**src/rtl/core/mpd_pkg.sv**
```systemverilog
// package: types and constants of the program stream demultiplexer
`timescale 1ns / 1ps
package mpd_pkg;

    localparam int STAMP_W = 33;

    localparam logic [2:0] EV_PAYLOAD   = 3'd0;
    localparam logic [2:0] EV_PROG_END  = 3'd1;
    localparam logic [2:0] EV_NOT_MPEG  = 3'd2;
    localparam logic [2:0] EV_ENCRYPTED = 3'd3;
    localparam logic [2:0] EV_BAD_HDR   = 3'd4;

    localparam logic [1:0] VER_UNKNOWN = 2'd0;
    localparam logic [1:0] VER_MPEG1   = 2'd1;
    localparam logic [1:0] VER_MPEG2   = 2'd2;
    localparam logic [1:0] VER_RAW     = 2'd3;

    localparam logic [1:0] CFG_VIDEO_SEL = 2'd0;
    localparam logic [1:0] CFG_AUDIO_SEL = 2'd1;
    localparam logic [1:0] CFG_RAW_START = 2'd2;

    localparam logic [7:0] ID_PROG_END = 8'hb9;
    localparam logic [7:0] ID_PACK     = 8'hba;
    localparam logic [7:0] ID_RAW_LO   = 8'ha0;

    // one result item
    typedef struct packed {
        logic [2:0]         event_res;
        logic [7:0]         payload_byte;
        logic               to_audio;
        logic               stamp_valid;
        logic [STAMP_W-1:0] pts;
        logic [STAMP_W-1:0] dts;
        logic               packet_first;
        logic               packet_last;
        logic [1:0]         mpeg_version;
    } res_t;

    function automatic logic [STAMP_W-1:0] decode_stamp(input logic [39:0] s);
        return {s[35:33], s[31:17], s[15:1]};
    endfunction

endpackage

```
**src/rtl/core/mpeg_ps_pes_demux_core.sv**
```systemverilog
// top level of the program stream demultiplexer
`timescale 1ns / 1ps
// Usage:
// s_axis_* takes one stream byte per item in tdata; m_axis_* gives at most one
// result item per byte. Configuration goes through cfg_we/cfg_addr/cfg_wdata
// while the block is idle: 0 video stream, 1 audio stream, 2 raw start.
// Each result is registered into a result queue of QUEUE_DEPTH entries and
// reaches m_axis once the items ahead of it are taken. The parser decides
// each byte combinationally; throughput is one byte per cycle while the queue
// has space. When the receiver stalls the queue fills; s_axis_tready drops
// while all QUEUE_DEPTH entries are taken, and returns as items drain.
// Reset clears the parser to the start code hunt, empties the queue and sets
// the registers to zero. After program end or a bad pack header the block
// keeps accepting bytes but gives no more results until reset.
module mpeg_ps_pes_demux_core
    import mpd_pkg::*;
#(
    parameter int QUEUE_DEPTH = 4
) (
    input  logic          aclk,
    input  logic          aresetn,
    input  logic          cfg_we,
    input  logic [1:0]    cfg_addr,
    input  logic [4:0]    cfg_wdata,
    input  logic          s_axis_tvalid,
    output logic          s_axis_tready,
    input  logic [7:0]    s_axis_tdata,  // data_byte
    output logic          m_axis_tvalid,
    input  logic          m_axis_tready,
    // event_res, payload_byte, to_audio, stamp_valid, pts, dts, packet_first,
    // mpeg_version, zero fill
    output logic [87:0]   m_axis_tdata,
    output logic          m_axis_tlast   // packet_last
);

    logic [3:0] video_sel_reg;
    logic [4:0] audio_sel_reg;
    logic       raw_start_reg;
    logic       res_valid;
    res_t       res, q_data;

    always_ff @(posedge aclk) begin
        if (!aresetn) begin
            video_sel_reg <= '0;
            audio_sel_reg <= '0;
            raw_start_reg <= 1'b0;
        end else if (cfg_we) begin
            unique case (cfg_addr)
                CFG_VIDEO_SEL: video_sel_reg <= cfg_wdata[3:0];
                CFG_AUDIO_SEL: audio_sel_reg <= cfg_wdata;
                CFG_RAW_START: raw_start_reg <= cfg_wdata[0];
                default: ;
            endcase
        end
    end

    mpd_parse u_parse (
        .aclk      (aclk),
        .aresetn   (aresetn),
        .byte_valid(s_axis_tvalid && s_axis_tready),
        .byte_data (s_axis_tdata),
        .video_sel (video_sel_reg),
        .audio_sel (audio_sel_reg),
        .raw_start (raw_start_reg),
        .res_valid (res_valid),
        .res       (res)
    );

    mpd_queue #(.DEPTH(QUEUE_DEPTH)) u_queue (
        .aclk    (aclk),
        .aresetn (aresetn),
        .wr_valid(res_valid),
        .wr_data (res),
        .space   (s_axis_tready),
        .rd_valid(m_axis_tvalid),
        .rd_ready(m_axis_tready),
        .rd_data (q_data)
    );

    assign m_axis_tdata = {6'd0, q_data.mpeg_version, q_data.packet_first, q_data.dts,
                           q_data.pts, q_data.stamp_valid, q_data.to_audio,
                           q_data.payload_byte, q_data.event_res};
    assign m_axis_tlast = q_data.packet_last;

endmodule

```
**src/rtl/core/mpd_parse.sv**
```systemverilog
// front part: start code hunt, header parsing and classification of each byte
`timescale 1ns / 1ps
module mpd_parse
    import mpd_pkg::*;
(
    input  logic       aclk,
    input  logic       aresetn,
    input  logic       byte_valid,
    input  logic [7:0] byte_data,
    input  logic [3:0] video_sel,
    input  logic [4:0] audio_sel,
    input  logic       raw_start,
    output logic       res_valid,
    output res_t       res
);

    localparam logic [3:0] PH_HUNT       = 4'd0;
    localparam logic [3:0] PH_PACK_B4    = 4'd1;
    localparam logic [3:0] PH_PACK_FIX   = 4'd2;
    localparam logic [3:0] PH_PACK_STUFF = 4'd3;
    localparam logic [3:0] PH_LEN_HI     = 4'd4;
    localparam logic [3:0] PH_LEN_LO     = 4'd5;
    localparam logic [3:0] PH_SKIP       = 4'd6;
    localparam logic [3:0] PH_PAYLOAD    = 4'd7;
    localparam logic [3:0] PH_PES_STUFF  = 4'd8;
    localparam logic [3:0] PH_PES_BUF    = 4'd9;
    localparam logic [3:0] PH_PES_MARK   = 4'd10;
    localparam logic [3:0] PH_PES_FLAGS  = 4'd11;
    localparam logic [3:0] PH_PES_HLEN   = 4'd12;
    localparam logic [3:0] PH_PES_STAMP  = 4'd13;
    localparam logic [3:0] PH_PES_HSKIP  = 4'd14;

    logic [23:0]        sync_reg, sync_next;
    logic [3:0]         phase_reg, phase_next;
    logic [7:0]         id_reg, id_next;
    logic [16:0]        left_reg, left_next;
    logic [7:0]         hleft_reg, hleft_next;
    logic [39:0]        shift_reg, shift_next;
    logic [STAMP_W-1:0] pts_reg, pts_next, dts_reg, dts_next;
    logic [1:0]         ver_reg, ver_next;
    logic               halt_reg, halt_next;
    logic [3:0]         scnt_reg, scnt_next;
    logic               dtsf_reg, dtsf_next, m2_reg, m2_next;
    logic               hval_reg, hval_next, first_reg, first_next;

    logic               raw;
    logic               aud;
    logic               sel_hit;
    logic [3:0]         need;
    logic [16:0]        left_dec;
    logic [3:0]         scnt_dec;
    logic [7:0]         hleft_dec;
    logic [39:0]        shift_in;
    logic               ev_on;
    logic [2:0]         ev;
    logic               mark_on;
    logic [7:0]         mark_c;

    assign raw      = raw_start || (ver_reg == VER_RAW);
    assign aud      = (id_reg[7:5] == 3'b110);
    assign sel_hit  = (id_reg[7:5] == 3'b110 && id_reg[4:0] == audio_sel) ||
                      (id_reg[7:4] == 4'he && id_reg[3:0] == video_sel);
    assign left_dec = (left_reg != 17'd0) ? left_reg - 17'd1 : left_reg;
    assign scnt_dec = (scnt_reg != 4'd0) ? scnt_reg - 4'd1 : scnt_reg;
    assign hleft_dec = (hleft_reg != 8'd0) ? hleft_reg - 8'd1 : hleft_reg;
    assign shift_in = {shift_reg[31:0], byte_data};
    assign need     = (shift_reg[7:6] == 2'b10) ? 4'd5 :
                      (shift_reg[7:6] == 2'b11) ? 4'd10 : 4'd0;

    always_comb begin
        sync_next  = sync_reg;
        phase_next = phase_reg;
        id_next    = id_reg;
        left_next  = left_reg;
        hleft_next = hleft_reg;
        shift_next = shift_reg;
        pts_next   = pts_reg;
        dts_next   = dts_reg;
        ver_next   = ver_reg;
        halt_next  = halt_reg;
        scnt_next  = scnt_reg;
        dtsf_next  = dtsf_reg;
        m2_next    = m2_reg;
        hval_next  = hval_reg;
        first_next = first_reg;
        res_valid  = 1'b0;
        res        = '0;
        res.mpeg_version = raw ? VER_RAW : ver_reg;
        ev_on      = 1'b0;
        ev         = EV_BAD_HDR;
        mark_on    = 1'b0;
        mark_c     = byte_data;

        if (byte_valid && !halt_reg) begin
            if (raw) begin
                res_valid        = 1'b1;
                res.payload_byte = byte_data;
            end else if (phase_reg < PH_PES_STUFF || phase_reg == 4'd15) begin
                unique case (phase_reg)
                    PH_HUNT: begin
                        if (sync_reg != 24'h000001) begin
                            sync_next = {sync_reg[15:0], byte_data};
                        end else begin
                            sync_next = 24'hffffff;
                            id_next   = byte_data;
                            if (byte_data == ID_PROG_END) begin
                                halt_next     = 1'b1;
                                res_valid     = 1'b1;
                                res.event_res = EV_PROG_END;
                            end else if (byte_data == ID_PACK) begin
                                phase_next = PH_PACK_B4;
                            end else if (byte_data >= ID_RAW_LO &&
                                         byte_data < ID_PROG_END) begin
                                ver_next         = VER_RAW;
                                res_valid        = 1'b1;
                                res.payload_byte = byte_data;
                                res.packet_first = 1'b1;
                                res.mpeg_version = VER_RAW;
                            end else begin
                                phase_next = PH_LEN_HI;
                            end
                        end
                    end
                    PH_PACK_B4: begin
                        if (byte_data[7:6] == 2'b01) begin
                            ver_next   = VER_MPEG2;
                            hleft_next = 8'd8;
                            phase_next = PH_PACK_FIX;
                        end else if (byte_data[7:4] == 4'h2) begin
                            ver_next   = VER_MPEG1;
                            left_next  = 17'd7;
                            phase_next = PH_SKIP;
                        end else begin
                            halt_next     = 1'b1;
                            res_valid     = 1'b1;
                            res.event_res = EV_NOT_MPEG;
                        end
                    end
                    PH_PACK_FIX: begin
                        hleft_next = hleft_reg - 8'd1;
                        if (hleft_next == 8'd0) phase_next = PH_PACK_STUFF;
                    end
                    PH_PACK_STUFF: begin
                        left_next  = {14'd0, byte_data[2:0]};
                        phase_next = (byte_data[2:0] == 3'd0) ? PH_HUNT : PH_SKIP;
                    end
                    PH_LEN_HI: begin
                        left_next  = {1'b0, byte_data, 8'd0};
                        phase_next = PH_LEN_LO;
                    end
                    PH_LEN_LO: begin
                        left_next = {left_reg[16:8], byte_data};
                        if (sel_hit) begin
                            pts_next  = '0;
                            dts_next  = '0;
                            hval_next = 1'b0;
                            m2_next   = 1'b0;
                            if (left_next == 17'd0) begin
                                phase_next    = PH_HUNT;
                                res_valid     = 1'b1;
                                res.event_res = EV_BAD_HDR;
                            end else begin
                                phase_next = PH_PES_STUFF;
                            end
                        end else begin
                            phase_next = (left_next == 17'd0) ? PH_HUNT : PH_SKIP;
                        end
                    end
                    PH_SKIP: begin
                        left_next = left_dec;
                        if (left_dec == 17'd0) phase_next = PH_HUNT;
                    end
                    PH_PAYLOAD: begin
                        left_next  = left_dec;
                        first_next = 1'b0;
                        if (left_dec == 17'd0) phase_next = PH_HUNT;
                        res_valid        = 1'b1;
                        res.payload_byte = byte_data;
                        res.to_audio     = aud;
                        res.stamp_valid  = hval_reg;
                        res.pts          = pts_reg;
                        res.dts          = dts_reg;
                        res.packet_first = first_reg;
                        res.packet_last  = (left_dec == 17'd0);
                    end
                    default: begin
                        phase_next = PH_HUNT;
                    end
                endcase
            end else begin
                // pes header bytes of the selected stream
                left_next = left_dec;
                unique case (phase_reg)
                    PH_PES_STUFF: begin
                        if (byte_data == 8'hff) begin
                        end else if (byte_data[7:6] == 2'b01) begin
                            phase_next = PH_PES_BUF;
                        end else begin
                            mark_on = 1'b1;
                        end
                    end
                    PH_PES_BUF:   phase_next = PH_PES_MARK;
                    PH_PES_MARK:  mark_on = 1'b1;
                    PH_PES_FLAGS: begin
                        shift_next = {32'd0, byte_data};
                        phase_next = PH_PES_HLEN;
                    end
                    PH_PES_HLEN: begin
                        if (byte_data < {4'd0, need}) begin
                            ev_on = 1'b1;
                        end else begin
                            hleft_next = byte_data - {4'd0, need};
                            m2_next    = 1'b1;
                            if (need != 4'd0) begin
                                scnt_next  = need;
                                dtsf_next  = (need == 4'd10);
                                shift_next = '0;
                                phase_next = PH_PES_STAMP;
                            end else if (hleft_next != 8'd0) begin
                                phase_next = PH_PES_HSKIP;
                            end else if (left_dec == 17'd0) begin
                                phase_next = PH_HUNT;
                            end else begin
                                phase_next = PH_PAYLOAD;
                                first_next = 1'b1;
                            end
                        end
                    end
                    PH_PES_STAMP: begin
                        shift_next = shift_in;
                        scnt_next  = scnt_dec;
                        if (dtsf_reg && scnt_dec == 4'd5)
                            pts_next = decode_stamp(shift_in);
                        if (scnt_dec == 4'd0) begin
                            if (dtsf_reg) begin
                                dts_next = decode_stamp(shift_in);
                            end else begin
                                pts_next = decode_stamp(shift_in);
                                dts_next = decode_stamp(shift_in);
                            end
                            hval_next = 1'b1;
                            if (m2_reg && hleft_reg != 8'd0) begin
                                phase_next = PH_PES_HSKIP;
                            end else if (left_dec == 17'd0) begin
                                phase_next = PH_HUNT;
                            end else begin
                                phase_next = PH_PAYLOAD;
                                first_next = 1'b1;
                            end
                        end
                    end
                    default: begin
                        hleft_next = hleft_dec;
                        if (hleft_dec == 8'd0) begin
                            if (left_dec == 17'd0) begin
                                phase_next = PH_HUNT;
                            end else begin
                                phase_next = PH_PAYLOAD;
                                first_next = 1'b1;
                            end
                        end
                    end
                endcase

                if (mark_on) begin
                    if (mark_c[7:4] == 4'h0) begin
                        if (left_dec == 17'd0) begin
                            phase_next = PH_HUNT;
                        end else begin
                            phase_next = PH_PAYLOAD;
                            first_next = 1'b1;
                        end
                    end else if (mark_c[7:5] == 3'b001) begin
                        shift_next = {32'd0, mark_c};
                        dtsf_next  = mark_c[4];
                        scnt_next  = mark_c[4] ? 4'd9 : 4'd4;
                        m2_next    = 1'b0;
                        phase_next = PH_PES_STAMP;
                    end else if (mark_c[7:6] == 2'b10) begin
                        if (mark_c[5:4] != 2'b00) begin
                            ev_on = 1'b1;
                            ev    = EV_ENCRYPTED;
                        end else begin
                            phase_next = PH_PES_FLAGS;
                        end
                    end else begin
                        ev_on = 1'b1;
                    end
                end

                if (ev_on) begin
                    phase_next    = (left_dec == 17'd0) ? PH_HUNT : PH_SKIP;
                    res_valid     = 1'b1;
                    res.event_res = ev;
                end else if (phase_next >= PH_PES_STUFF && phase_next <= PH_PES_HSKIP &&
                             left_dec == 17'd0) begin
                    phase_next    = PH_HUNT;
                    res_valid     = 1'b1;
                    res.event_res = EV_BAD_HDR;
                end
            end
        end
    end

    always_ff @(posedge aclk) begin
        if (!aresetn) begin
            sync_reg  <= 24'hffffff;
            phase_reg <= PH_HUNT;
            id_reg    <= '0;
            left_reg  <= '0;
            hleft_reg <= '0;
            shift_reg <= '0;
            pts_reg   <= '0;
            dts_reg   <= '0;
            ver_reg   <= VER_UNKNOWN;
            halt_reg  <= 1'b0;
            scnt_reg  <= '0;
            dtsf_reg  <= 1'b0;
            m2_reg    <= 1'b0;
            hval_reg  <= 1'b0;
            first_reg <= 1'b0;
        end else begin
            sync_reg  <= sync_next;
            phase_reg <= phase_next;
            id_reg    <= id_next;
            left_reg  <= left_next;
            hleft_reg <= hleft_next;
            shift_reg <= shift_next;
            pts_reg   <= pts_next;
            dts_reg   <= dts_next;
            ver_reg   <= ver_next;
            halt_reg  <= halt_next;
            scnt_reg  <= scnt_next;
            dtsf_reg  <= dtsf_next;
            m2_reg    <= m2_next;
            hval_reg  <= hval_next;
            first_reg <= first_next;
        end
    end

endmodule

```
**src/rtl/core/mpd_queue.sv**
```systemverilog
// back part: short result queue between parser and output channel
`timescale 1ns / 1ps
module mpd_queue
    import mpd_pkg::*;
#(
    parameter int DEPTH = 4
) (
    input  logic aclk,
    input  logic aresetn,
    input  logic wr_valid,
    input  res_t wr_data,
    output logic space,
    output logic rd_valid,
    input  logic rd_ready,
    output res_t rd_data
);

    localparam int AW = (DEPTH > 1) ? $clog2(DEPTH) : 1;

    res_t          mem [DEPTH];
    logic [AW-1:0] wp_reg, wp_next, rp_reg, rp_next;
    logic [AW:0]   cnt_reg, cnt_next;
    logic          do_wr, do_rd;

    assign do_wr    = wr_valid;
    assign do_rd    = rd_valid && rd_ready;
    assign rd_valid = (cnt_reg != '0);
    assign rd_data  = mem[rp_reg];
    // input held off only while every entry is taken
    assign space    = (cnt_reg != (AW+1)'(DEPTH));

    always_comb begin
        wp_next  = (wp_reg == AW'(DEPTH - 1)) ? '0 : wp_reg + 1'b1;
        rp_next  = (rp_reg == AW'(DEPTH - 1)) ? '0 : rp_reg + 1'b1;
        cnt_next = cnt_reg + (AW+1)'(do_wr) - (AW+1)'(do_rd);
    end

    always_ff @(posedge aclk) begin
        if (do_wr) mem[wp_reg] <= wr_data;
    end

    always_ff @(posedge aclk) begin
        if (!aresetn) begin
            wp_reg  <= '0;
            rp_reg  <= '0;
            cnt_reg <= '0;
        end else begin
            if (do_wr) wp_reg <= wp_next;
            if (do_rd) rp_reg <= rp_next;
            cnt_reg <= cnt_next;
        end
    end

endmodule

```
**config.mk**
```make
export PLATFORM = sky130hd
export DESIGN_NAME = mpeg_ps_pes_demux_core
export DESIGN_NICKNAME = d
export VERILOG_FILES = /design/src/rtl/core/mpd_pkg.sv /design/src/rtl/core/mpeg_ps_pes_demux_core.sv /design/src/rtl/core/mpd_parse.sv /design/src/rtl/core/mpd_queue.sv
export SDC_FILE = /design/constraint.sdc
export NUM_CORES = 1
export LEC_CHECK = 0
export BUFFER_PORTS_ARGS = -buffer_cell sky130_fd_sc_hd__buf_2
export CAP_MARGIN = 10
export CORE_ASPECT_RATIO = 2
export CORE_MARGIN = 2
export CORE_UTILIZATION = 62
export CTS_CLUSTER_SIZE = 14
export DETAILED_ROUTE_END_ITERATION = 7
export PLACE_DENSITY = 0.8
export SLEW_MARGIN = 25
export SYNTH_ARGS = -nofsm -noshare
export SYNTH_HDL_FRONTEND = slang
export SYNTH_SLANG_ARGS = --single-unit
```
**constraint.sdc**
```tcl
create_clock -name aclk -period 10.06 [get_ports aclk]
set_input_delay 1.006 -clock aclk [delete_from_list [all_inputs] [get_ports aclk]]
set_output_delay 1.006 -clock aclk [all_outputs]
set_load 0.01 [all_outputs]
```
Yosys cells after proc, flatten, opt, wreduce, memory -nomap -nowiden

Memories as Yosys holds them, arrays and structs flattened. A register that Yosys moved wholly into a read port is not among the register bits.
Index checks and enable logic that the tools add are counted.

Flip-flop bits (word level): 195
Output and inout bits: 91
Memories: 1
Word-level logic and storage cells: 340
Memory bits (writable): 332
Bits of input ports: 20

$lt $le $gt $ge: 6
Reduce and logical (&&, ||, !) cells: 52
Bitwise gates (word level): 3
Add/subtract/negate cells: 8
Equal/unequal tests: 62
Mux-type cells: 186

Memories:

| memory      | depth | width | rd ports | clocked after Yosys merged registers in | write ports | line            | source |
|---|---|---|---|---|---|---|---|
| u_queue.mem | 4     | 83    | 1        | 1                                       | 1           | mpd_queue.sv:20 | `res_t mem [DEPTH];` |

Operator list:

| operator                                                                  | count |
|---|---|
| 33-bit two-way mux                                                        | 10 |
| 40-bit two-way mux                                                        | 5 |
| 4-bit two-way mux                                                         | 38 |
| 40-bit case mux with 3 select lines                                       | 1 |
| 17-bit case mux with 5 select lines                                       | 1 |
| 83-bit two-way mux                                                        | 1 |
| 80-bit two-way mux                                                        | 1 |
| 72-bit two-way mux                                                        | 1 |
| 17-bit two-way mux                                                        | 4 |
| 68-bit two-way mux                                                        | 1 |
| 1-bit two-way mux                                                         | 67 |
| 8-bit two-way mux                                                         | 8 |
| 3-bit two-way mux                                                         | 16 |
| 8-bit case mux with 2 select lines                                        | 3 |
| 4-bit equality test (second input constant)                               | 9 |
| 17-bit logical NOT                                                        | 2 |
| 2-bit two-way mux                                                         | 17 |
| 4-bit case mux with 7 select lines                                        | 1 |
| 3-bit inequality test (second input constant)                             | 9 |
| 8-bit equality test (second input constant)                               | 3 |
| 24-bit two-way mux                                                        | 1 |
| 24-bit by 1-bit inequality test with 1-bit output (second input constant) | 1 |
| 4-bit case mux with 6 select lines                                        | 1 |
| 4-bit by 3-bit equality test with 1-bit output (second input constant)    | 5 |
| other kinds (58)                                                          | 111 |

Longest topological paths before layout

Gate-level depths: netlist (run 1).

Word-level depth: 27
Depth in mapped cells: 19
Mapped depth without buffers: 18

Modules after synthesis

A second synthesis (run 1) with hierarchy kept.

Cells, all modules: 1798
Area total of the unflattened synthesis: 22427.8 um^2

Modules (own cells, without submodules):

| module                 | area each (um^2) | cells an instance | times used |
|---|---|---|---|
| mpd_queue              | 12463.2          | 480               | 1 |
| mpd_parse              | 9507.9           | 1271              | 1 |
| mpeg_ps_pes_demux_core | 456.7            | 47                | 1 |

Worst setup path before layout (run 1)

OpenSTA, ideal clock, no wires.

Path kind: input to register
From: input s_axis_tdata[0]
To: memory u_queue.mem[0][0] (netlist name) (enable)
Setup slack: 4.369 ns
Buffers on the path: 2
Stages: 14
Arrival: 5.240 ns
Data required time: 9.609 ns
Path through: clkbuf_1 > inv_1 > ha_1 > fa_1 > nand2b_1 > o2bb2ai_1 > xnor2_1 > nor2_1 > a41oi_1 > o31ai_1 > o21ai_0 > and3b_1 > buf_2 > and2_1

Cells in the longest elaborated chain, start to end: 24
Elaborated cells between the ends (all ways): 56
Those cells by class: 1 x add/sub; 5 x order compare; 3 x eq/ne; 42 x mux; 5 x reduce/logical

Ends and longest elaborated chain:

| item                                        | line                         | source |
|---|---|---|
| start: declaration                          | mpeg_ps_pes_demux_core.sv:27 | `input logic [7:0] s_axis_tdata,` |
| 8-bit by 4-bit subtractor with 8-bit output | mpd_parse.sv:212             | `hleft_next = byte_data - {4'd0, need};` |
| 8-bit nonzero test                          | mpd_parse.sv:219             | `end else if (hleft_next != 8'd0) begin` |
| 4-bit two-way mux                           | mpd_parse.sv:219             |  |
| 4-bit two-way mux                           | mpd_parse.sv:214             | `if (need != 4'd0) begin` |
| 4-bit two-way mux                           | mpd_parse.sv:209             | `if (byte_data < {4'd0, need}) begin` |
| 4-bit case mux with 6 select lines          | mpd_parse.sv:193             | `unique case (phase_reg)` |
| 4-bit two-way mux                           | mpd_parse.sv:280             | `if (mark_c[5:4] != 2'b00) begin` |
| 4-bit two-way mux                           | mpd_parse.sv:279             | `end else if (mark_c[7:6] == 2'b10) begin` |
| [9 not listed]                              | -                            |  |
| 1-bit two-way mux                           | mpd_parse.sv:295             | `end else if (phase_next >= PH_PES_STUFF && phase_next <= PH_PES_HSKIP &&` |
| 1-bit two-way mux                           | mpd_parse.sv:291             | `if (ev_on) begin` |
| 1-bit two-way mux (*)                       | mpd_parse.sv:98              | `end else if (phase_reg < PH_PES_STUFF \|\| phase_reg == 4'd15) begin` |
| 1-bit two-way mux (*)                       | mpd_parse.sv:95              | `if (raw) begin` |
| 1-bit two-way mux (*)                       | mpd_parse.sv:94              | `if (byte_valid && !halt_reg) begin` |
| via res_valid                               | mpeg_ps_pes_demux_core.sv:39 | `logic res_valid;` |
| 1-bit two-way mux (*)                       | mpd_queue.sv:39              | `if (do_wr) mem[wp_reg] <= wr_data;` |
| 1-bit two-way mux (not written as such) (*) | mpd_queue.sv:39              |  |
| end: declaration                            | mpd_queue.sv:20              |  |

The timed path passes the listed nets; every way through them passes the cells marked *. The select of a mux whose other input is x is not followed.

Worst setup path after layout (run 1)

From: register u_parse.shift_reg[7]
To: memory u_queue.mem[1][32] (netlist name) (enable)

Cells in the longest elaborated chain, start to end: 27
Elaborated cells between the ends (all ways): 41
Those cells by class: 1 x add/sub; 3 x order compare; 2 x eq/ne; 31 x mux; 4 x reduce/logical

Ends and longest elaborated chain:

| item                                        | line             | source |
|---|---|---|
| start: declaration                          | mpd_parse.sv:38  | `logic [39:0] shift_reg, shift_next;` |
| start signal: assignment                    | mpd_parse.sv:328 | `shift_reg <= shift_next;` |
| 2-bit equality test                         | mpd_parse.sv:68  | `(shift_reg[7:6] == 2'b11) ? 4'd10 : 4'd0;` |
| 4-bit two-way mux                           | mpd_parse.sv:68  |  |
| 4-bit two-way mux (*)                       | mpd_parse.sv:67  | `assign need = (shift_reg[7:6] == 2'b10) ? 4'd5 :` |
| 8-bit by 4-bit subtractor with 8-bit output | mpd_parse.sv:212 |  |
| 8-bit nonzero test                          | mpd_parse.sv:219 |  |
| 4-bit two-way mux                           | mpd_parse.sv:219 |  |
| 4-bit two-way mux                           | mpd_parse.sv:214 |  |
| 4-bit two-way mux                           | mpd_parse.sv:209 |  |
| [10 not listed]                             | -                |  |
| 1-bit logical AND (2 in a row)              | mpd_parse.sv:295 |  |
| 1-bit two-way mux                           | mpd_parse.sv:295 |  |
| 1-bit two-way mux (*)                       | mpd_parse.sv:291 |  |
| 1-bit two-way mux (*)                       | mpd_parse.sv:98  |  |
| 1-bit two-way mux (*)                       | mpd_parse.sv:95  |  |
| 1-bit two-way mux (*)                       | mpd_parse.sv:94  |  |
| 1-bit two-way mux (*)                       | mpd_queue.sv:39  |  |
| 1-bit two-way mux (not written as such) (*) | mpd_queue.sv:39  |  |

Mark *: on every way between the ends. The rest lies on a longest branch, timed or not. The select of a mux whose other input is x is not followed.

==> impl_metrics.tcl, run 1 <==
set metrics [dict create \
    status "finished clean" \
    vdd_drop_max_v 0.000191 \
    hold_start "u_parse.halt_reg" \
    ys_seq_area_share_pct 60.7 \
    max_stage_delay_ns 0.72 \
    area_growth_pct 9.48 \
    wl_per_cell_um 24.0 \
    routed_via_density 6.48 \
    final.period_utilization_pct 49.6 \
    skew_ns 0.0228 \
    cts_tree "yes" \
    grt_pass1_wl_um 85800 \
    drt_first_pass_iters 5 \
    cts_sinks 516 \
    ctsResizeCount 0 \
    crit_buf_inv 2 \
    slew_viol_final 0 \
    port_buffers 104 \
    crit_family "simple AND/OR/NAND/NOR gates" \
    fp-row-count 98 \
    path_cells "inv_1 > nor2_1 > ha_1 > fa_1 > nand2b_1 > o2bb2ai_1 > xnor2_1 > nor2_1 > a41oi_1 > o31ai_1 > o21ai_0 > and3b_1 > and2_4 > buf_4" \
    hold_class "flop to flop" \
    postRouteAntennaNets 0 \
    fill_cells 2516 \
    initial_core_util_pct 62.8 \
    critPathRequiredTime_ns 10.24 \
    via_count 15200 \
    track_usage_pct 29.4 \
    regToRegStartpoint "u_parse.shift_reg[7]" \
    cts_made_buffers 43 \
    netlist_area_um2 22500 \
    max_slew.worst_pin.slew_ns 1.02 \
    synth.area.top_cells "edfxtp_1 44%, dfxtp_1 16%, mux4_2 8.3%" \
    clockBufferDepth 3 \
    synth_flop_cell "edfxtp_1" \
    grt-ovfl-total 0 \
    first_iter_violations 1324 \
    drc 0 \
    hold_buffers 0 \
    synth_edf_count 332 \
    cp_slowest_cell "buf_4" \
    layout_min_cycle_time_ns 4.99 \
    largest_reg_flops 332 \
    power.total_uw 4550 \
    netlist_instances 1815 \
    wirelength_um 56500 \
    path_clk_slew_ns 0.08 \
    fmax_ghz 0.200 \
    layout_common_cells "332 x edfxtp_1, 182 x dfxtp_1, 140 x nor2_1" \
    ys_warn_count 0 \
    criticalPathCategory "flop to flop" \
    synth_area_leader_cell "edfxtp_1" \
    drive_gt1_share_pct 15.7 \
    crit_fanout 55 \
    synthDominantCellAreaShare_pct 44.4 \
    power.leakage_uw 0.00893 \
    fp.dieW_um 139 \
    critPathCaptureType "flop" \
    path_depth 14 \
    setup_tns_ns 0 \
    synth.ff_latch_count 516 \
    post_cts_buffers 0 \
    worstReg2RegEnd "u_queue.mem[1][32]" \
    crit_path_end "u_queue.mem[1][32]" \
    dieArea_um2 37900 \
    final_common_cell "edfxtp_1" \
    startpoint_type "flop" \
    hold_viol 0 \
    antenna_found_initial 0 \
    cp_data_arrival_time_ns 5.17 \
    diodes 0 \
    cts_max_level 2 \
    power_density_nw_per_um2 185 \
    coreArea_um2 35800 \
    maxSlewHeadroom_pct 31.6 \
    layout.nets 1908 \
    ioPinCount 111 \
    grt_max_degree 112 \
    cpMostUsedCell "nor2_1" \
    die_h_um 273 \
    synth_cell_types 83 \
    r2r_slack_ns 5.07 \
    synthArstFlopShare_pct 0 \
    maxCapViolCount 0 \
    ff2ff_path_depth 14 \
    clockRootBuffer "clkbuf_16" \
    finalSetupViolCount 0 \
    gp_congestion 1.02 \
    syn_avg_cell_area_um2 12.4 \
    dp.final_hpwl_um 37100 \
    clkLatencyLatePin_ns 0.56 \
    grt_pass1_vias 15300 \
    rsz0062_at_grt "no" \
    startpoint "u_parse.shift_reg[7]" \
]
==> how the worst min path moves through the flow <==
stage | end | slack, ns | cells after the start
detailed placement | u_parse.halt_reg | 0.45 | 1
floorplan | u_parse.halt_reg | 0.43 | 1
global route | u_parse.dts_reg[27] | 0.50 | 2
CTS | u_parse.halt_reg | 0.47 | 1
global placement | u_parse.halt_reg | 0.44 | 1
finish | u_parse.halt_reg | 0.46 | 1
==> per-stage QoR <==
stage | instance area (µm²) | hold slack [ns] | setup WS, ns | instances | utilization, %
6_report | 24600 | 0.464 | 5.07 | 2350 | 68.7
3_3_place_gp | 23300 | 0.442 | 4.64 | 2270 | 65.0
3_5_place_dp | 23300 | 0.449 | 4.62 | 2271 | 65.1
5_1_grt | 24600 | 0.498 | 4.77 | 2350 | 68.7
2_1_floorplan | 22500 | 0.432 | 4.37 | 1820 | -
4_1_cts | 24600 | 0.465 | 5.15 | 2349 | 68.6
==> cell type report <==
class | count | area (µm²) | share of cell area [%]
clock buffer | 75 | 1240 | 5.03
clock inverter | 3 | 37.5 | 0.153
inverter | 35 | 131 | 0.534
multi-input combinational | 1142 | 8260 | 33.6
sequential | 516 | 13700 | 55.5
tap | 450 | 563 | 2.29
timing repair buffer | 129 | 718 | 2.92
==> power by group <==
part	internal (µW)	leakage (µW)	switching, µW	total (µW)
Clock	836	0.000609	726	1560
Sequential	2260	0.00469	54.2	2310
Combinational	316	0.00363	362	677
Total	3410	0.00893	1140	4550
==> cells in the mapped netlist, types with 4 or more instances <==
cell,instances
a21oi_1,76
xnor2_1,16
nor4_1,18
nand2b_1,10
mux2i_1,46
or3_1,8
ha_1,19
o221ai_1,8
mux4_2,83
a211oi_1,6
nor3_1,56
buf_4,7
edfxtp_1,332
and2_1,31
o2111ai_1,4
or4_1,4
nand3_1,62
o22ai_1,7
nor2_1,143
a22oi_1,24
a21boi_0,46
and3_1,75
o211ai_1,4
inv_1,34
nand4_1,7
nand3b_1,6
nor2b_1,31
clkbuf_1,104
nor3b_1,4
buf_1,13
o211a_1,6
o31ai_1,10
a31oi_1,11
xor2_1,13
nand2_1,128
dfxtp_1,184
or2_2,6
o21ai_0,104
==> worst reg2reg max path: cells and delay by family (launching register included) <==
family                   cells  cell delay, ns
AND/OR/NAND/NOR              5            1.40
adder cells (fa/ha/maj)      2            0.49
XOR/XNOR                     1            0.20
flip-flops                   1            0.63
buffers and inverters        2            0.89
AO/OA/AOI/OAI                4            0.90
==> routing by layer <==
| layer | track usage [%] | wire length (µm) | vias to the layer above |
|---|---|---|---|
| li1 | - | - | 6909 |
| met1 | 30.6 | 18900 | 7497 |
| met2 | 56.2 | 31100 | 610 |
| met3 | 3.22 | 2530 | 220 |
| met4 | 17.8 | 3950 | 0 |
| met5 | 0 | 0 | - |
==> cell families after synthesis <==
family / synth area share (%)
simple gates: 13.7
xor+xnor: 1.13
fa+ha+maj: 1.24
mux: 10.5
compound gates: 9.85
buf+inv: 2.89
other cells: 0.0167
flops: 60.7
Power figures use the tool's default switching activity.
==> inputs of run 2 (changes only) <==
- CORE_UTILIZATION: 62 -> 61
- PLACE_DENSITY: 0.8 -> 0.79
- clock period: 10.06 -> 5.2 ns (I/O delays scaled with it)
==> run 2 against run 1 <==
Global-route usage increased by 0.59 points. Final cell count increased by 0.81%. Sequential cell count unchanged. Clock power increased by 99%. Clock-buffer cell count increased by 1. Non-clock buffer count increased by 11. Sequential power increased by 93%. Combinational power increased by 98%. Register-to-register slack got worse by 4.3 ns. Critical path type unchanged. Critical endpoint is now u_queue.mem[0][36]. Largest cell class unchanged.
==> impl_metrics.tcl, run 2 (same netlist as run 1, synthesis figures left out) <==
set metrics [dict create \
    status "finished clean" \
    post_cts_buffers 0 \
    dp_cells 2286 \
    fp-row-count 99 \
    antenna_found_initial 0 \
    cts_max_level 2 \
    largest_reg_flops 332 \
    clkLatencyLatePin_ns 0.57 \
    track_usage_pct 30.0 \
    drt_first_pass_iters 6 \
    coreArea_um2 36400 \
    rsz0062_at_grt "no" \
    critPathCaptureType "flop" \
    gp_congestion 1.02 \
    final.period_utilization_pct 86.1 \
    layout_min_cycle_time_ns 4.48 \
    final_common_cell "edfxtp_1" \
    max_slew.worst_pin.slew_ns 1.04 \
    hold_buffers 0 \
    power.leakage_uw 0.00903 \
    hold_class "input pin to flop" \
    maxCapViolCount 0 \
    layout_common_cells "332 x edfxtp_1, 182 x dfxtp_1, 141 x nor2_1" \
    vdd_drop_max_v 0.000491 \
    fmax_ghz 0.223 \
    startpoint_type "flop" \
    via_count 15400 \
    ioPinCount 111 \
    clockRootBuffer "clkbuf_16" \
    port_buffers 104 \
    wl_per_cell_um 24.4 \
    drive_gt1_share_pct 16.1 \
    finalSetupViolCount 0 \
    cts_tree "yes" \
    seqPwrFrac_pct 50.1 \
    maxSlewHeadroom_pct 30.4 \
    skew_ns 0.0229 \
    routed_via_density 6.51 \
    clockBufferDepth 3 \
    dieArea_um2 38500 \
    wirelength_um 57900 \
    diodes 0 \
    grt_max_degree 83 \
    setup_tns_ns 0 \
    cts_sinks 516 \
    crit_fanout 36 \
    path_clk_slew_ns 0.07 \
    cts_made_buffers 44 \
    postRouteAntennaNets 0 \
    slew_viol_final 0 \
    grt_pass1_wl_um 88900 \
    power_switching_share_pct 25.1 \
    fp.dieW_um 140 \
    power_switching_uw 2230 \
    initial_core_util_pct 61.7 \
    drc 0 \
    power_density_nw_per_um2 358 \
    hold_viol 0 \
    p_clk_share_pct 34.9 \
    die_h_um 275 \
    dp.final_hpwl_um 38600 \
    finalNonFillerCells 2369 \
    cp_data_arrival_time_ns 4.72 \
    critPathRequiredTime_ns 5.44 \
    p_int_uw 6660 \
    area_growth_pct 10.4 \
    first_iter_violations 1228 \
    layout.nets 1920 \
    whs_ns 0.241 \
    pwr-share-comb_pct 15.0 \
    fill_cells 2598 \
    ctsResizeCount 0 \
    criticalPathCategory "flop to flop" \
    grt_pass1_vias 15700 \
    grt-ovfl-total 0 \
]
==> run 2: cell type report <==
class                           count  area, µm²  area share (%)
Inverter                           35        131           0.529
Tap cell                          454        568            2.29
Timing Repair Buffer              140        898            3.62
Clock buffer                       76       1220            4.92
Clock inverter                      6       95.1           0.383
Multi-Input combinational cell   1142       8250            33.2
Sequential cell                   516      13700            55.0
==> run 2: power by group through the flow <==
stage	clock network [µW]	logic, µW	registers [µW]
2_1_floorplan	0	941	4480
3_3_place_gp	0	1280	4600
3_5_place_dp	0	1280	4600
4_1_cts	3140	1290	4510
5_1_grt	3290	1440	4460
6_report	3100	1340	4460
==> run 2: metal layers <==
metal | vias to the layer above | part of all wire (%) | GRT usage (%)
li1 | 6932 | - | -
met1 | 7642 | 34 | 32.0
met2 | 626 | 55 | 55.6
met3 | 225 | 4.7 | 3.50
met4 | 0 | 7.2 | 19.4
met5 | - | 0 | 0
==> run 2: through the flow <==
step | instance area [µm²] | total power, µW | setup slack (ns) | util (%)
after detailed placement | 23500 | 5880 | 0.708 | 64.4
after global routing | 24800 | 9190 | 0.399 | 68.2
after CTS | 24800 | 8940 | 0.807 | 68.1
after global placement | 23500 | 5870 | 0.770 | 64.4
after floorplan | 22500 | 5420 | 0.909 | -
final | 24800 | 8900 | 0.721 | 68.2
==> run 2: final timing paths <==
path              depth (start not counted)  slack, ns            endpoint                  from
setup / recovery                         14       0.72  u_queue.mem[0][36]  u_parse.shift_reg[7]
hold / removal                            3       0.24    video_sel_reg[3]          cfg_wdata[3]
setup reg to reg                         14       0.72  u_queue.mem[0][36]  u_parse.shift_reg[7]
hold reg to reg                           1       0.47    u_parse.halt_reg      u_parse.halt_reg
==> run 2: critical path, stage by stage, from the launching register on <==
cell       delay [ns]
dfxtp_1          0.58
inv_1            0.16
nor2_1           0.32
ha_1             0.26
fa_1             0.21
nand2b_1         0.11
o2bb2ai_1        0.21
xnor2_1          0.20
nor2_1           0.09
a41oi_1          0.33
o31ai_1          0.16
o21ai_0          0.19
and3b_1          0.42
and2_4           0.53
buf_12           0.30
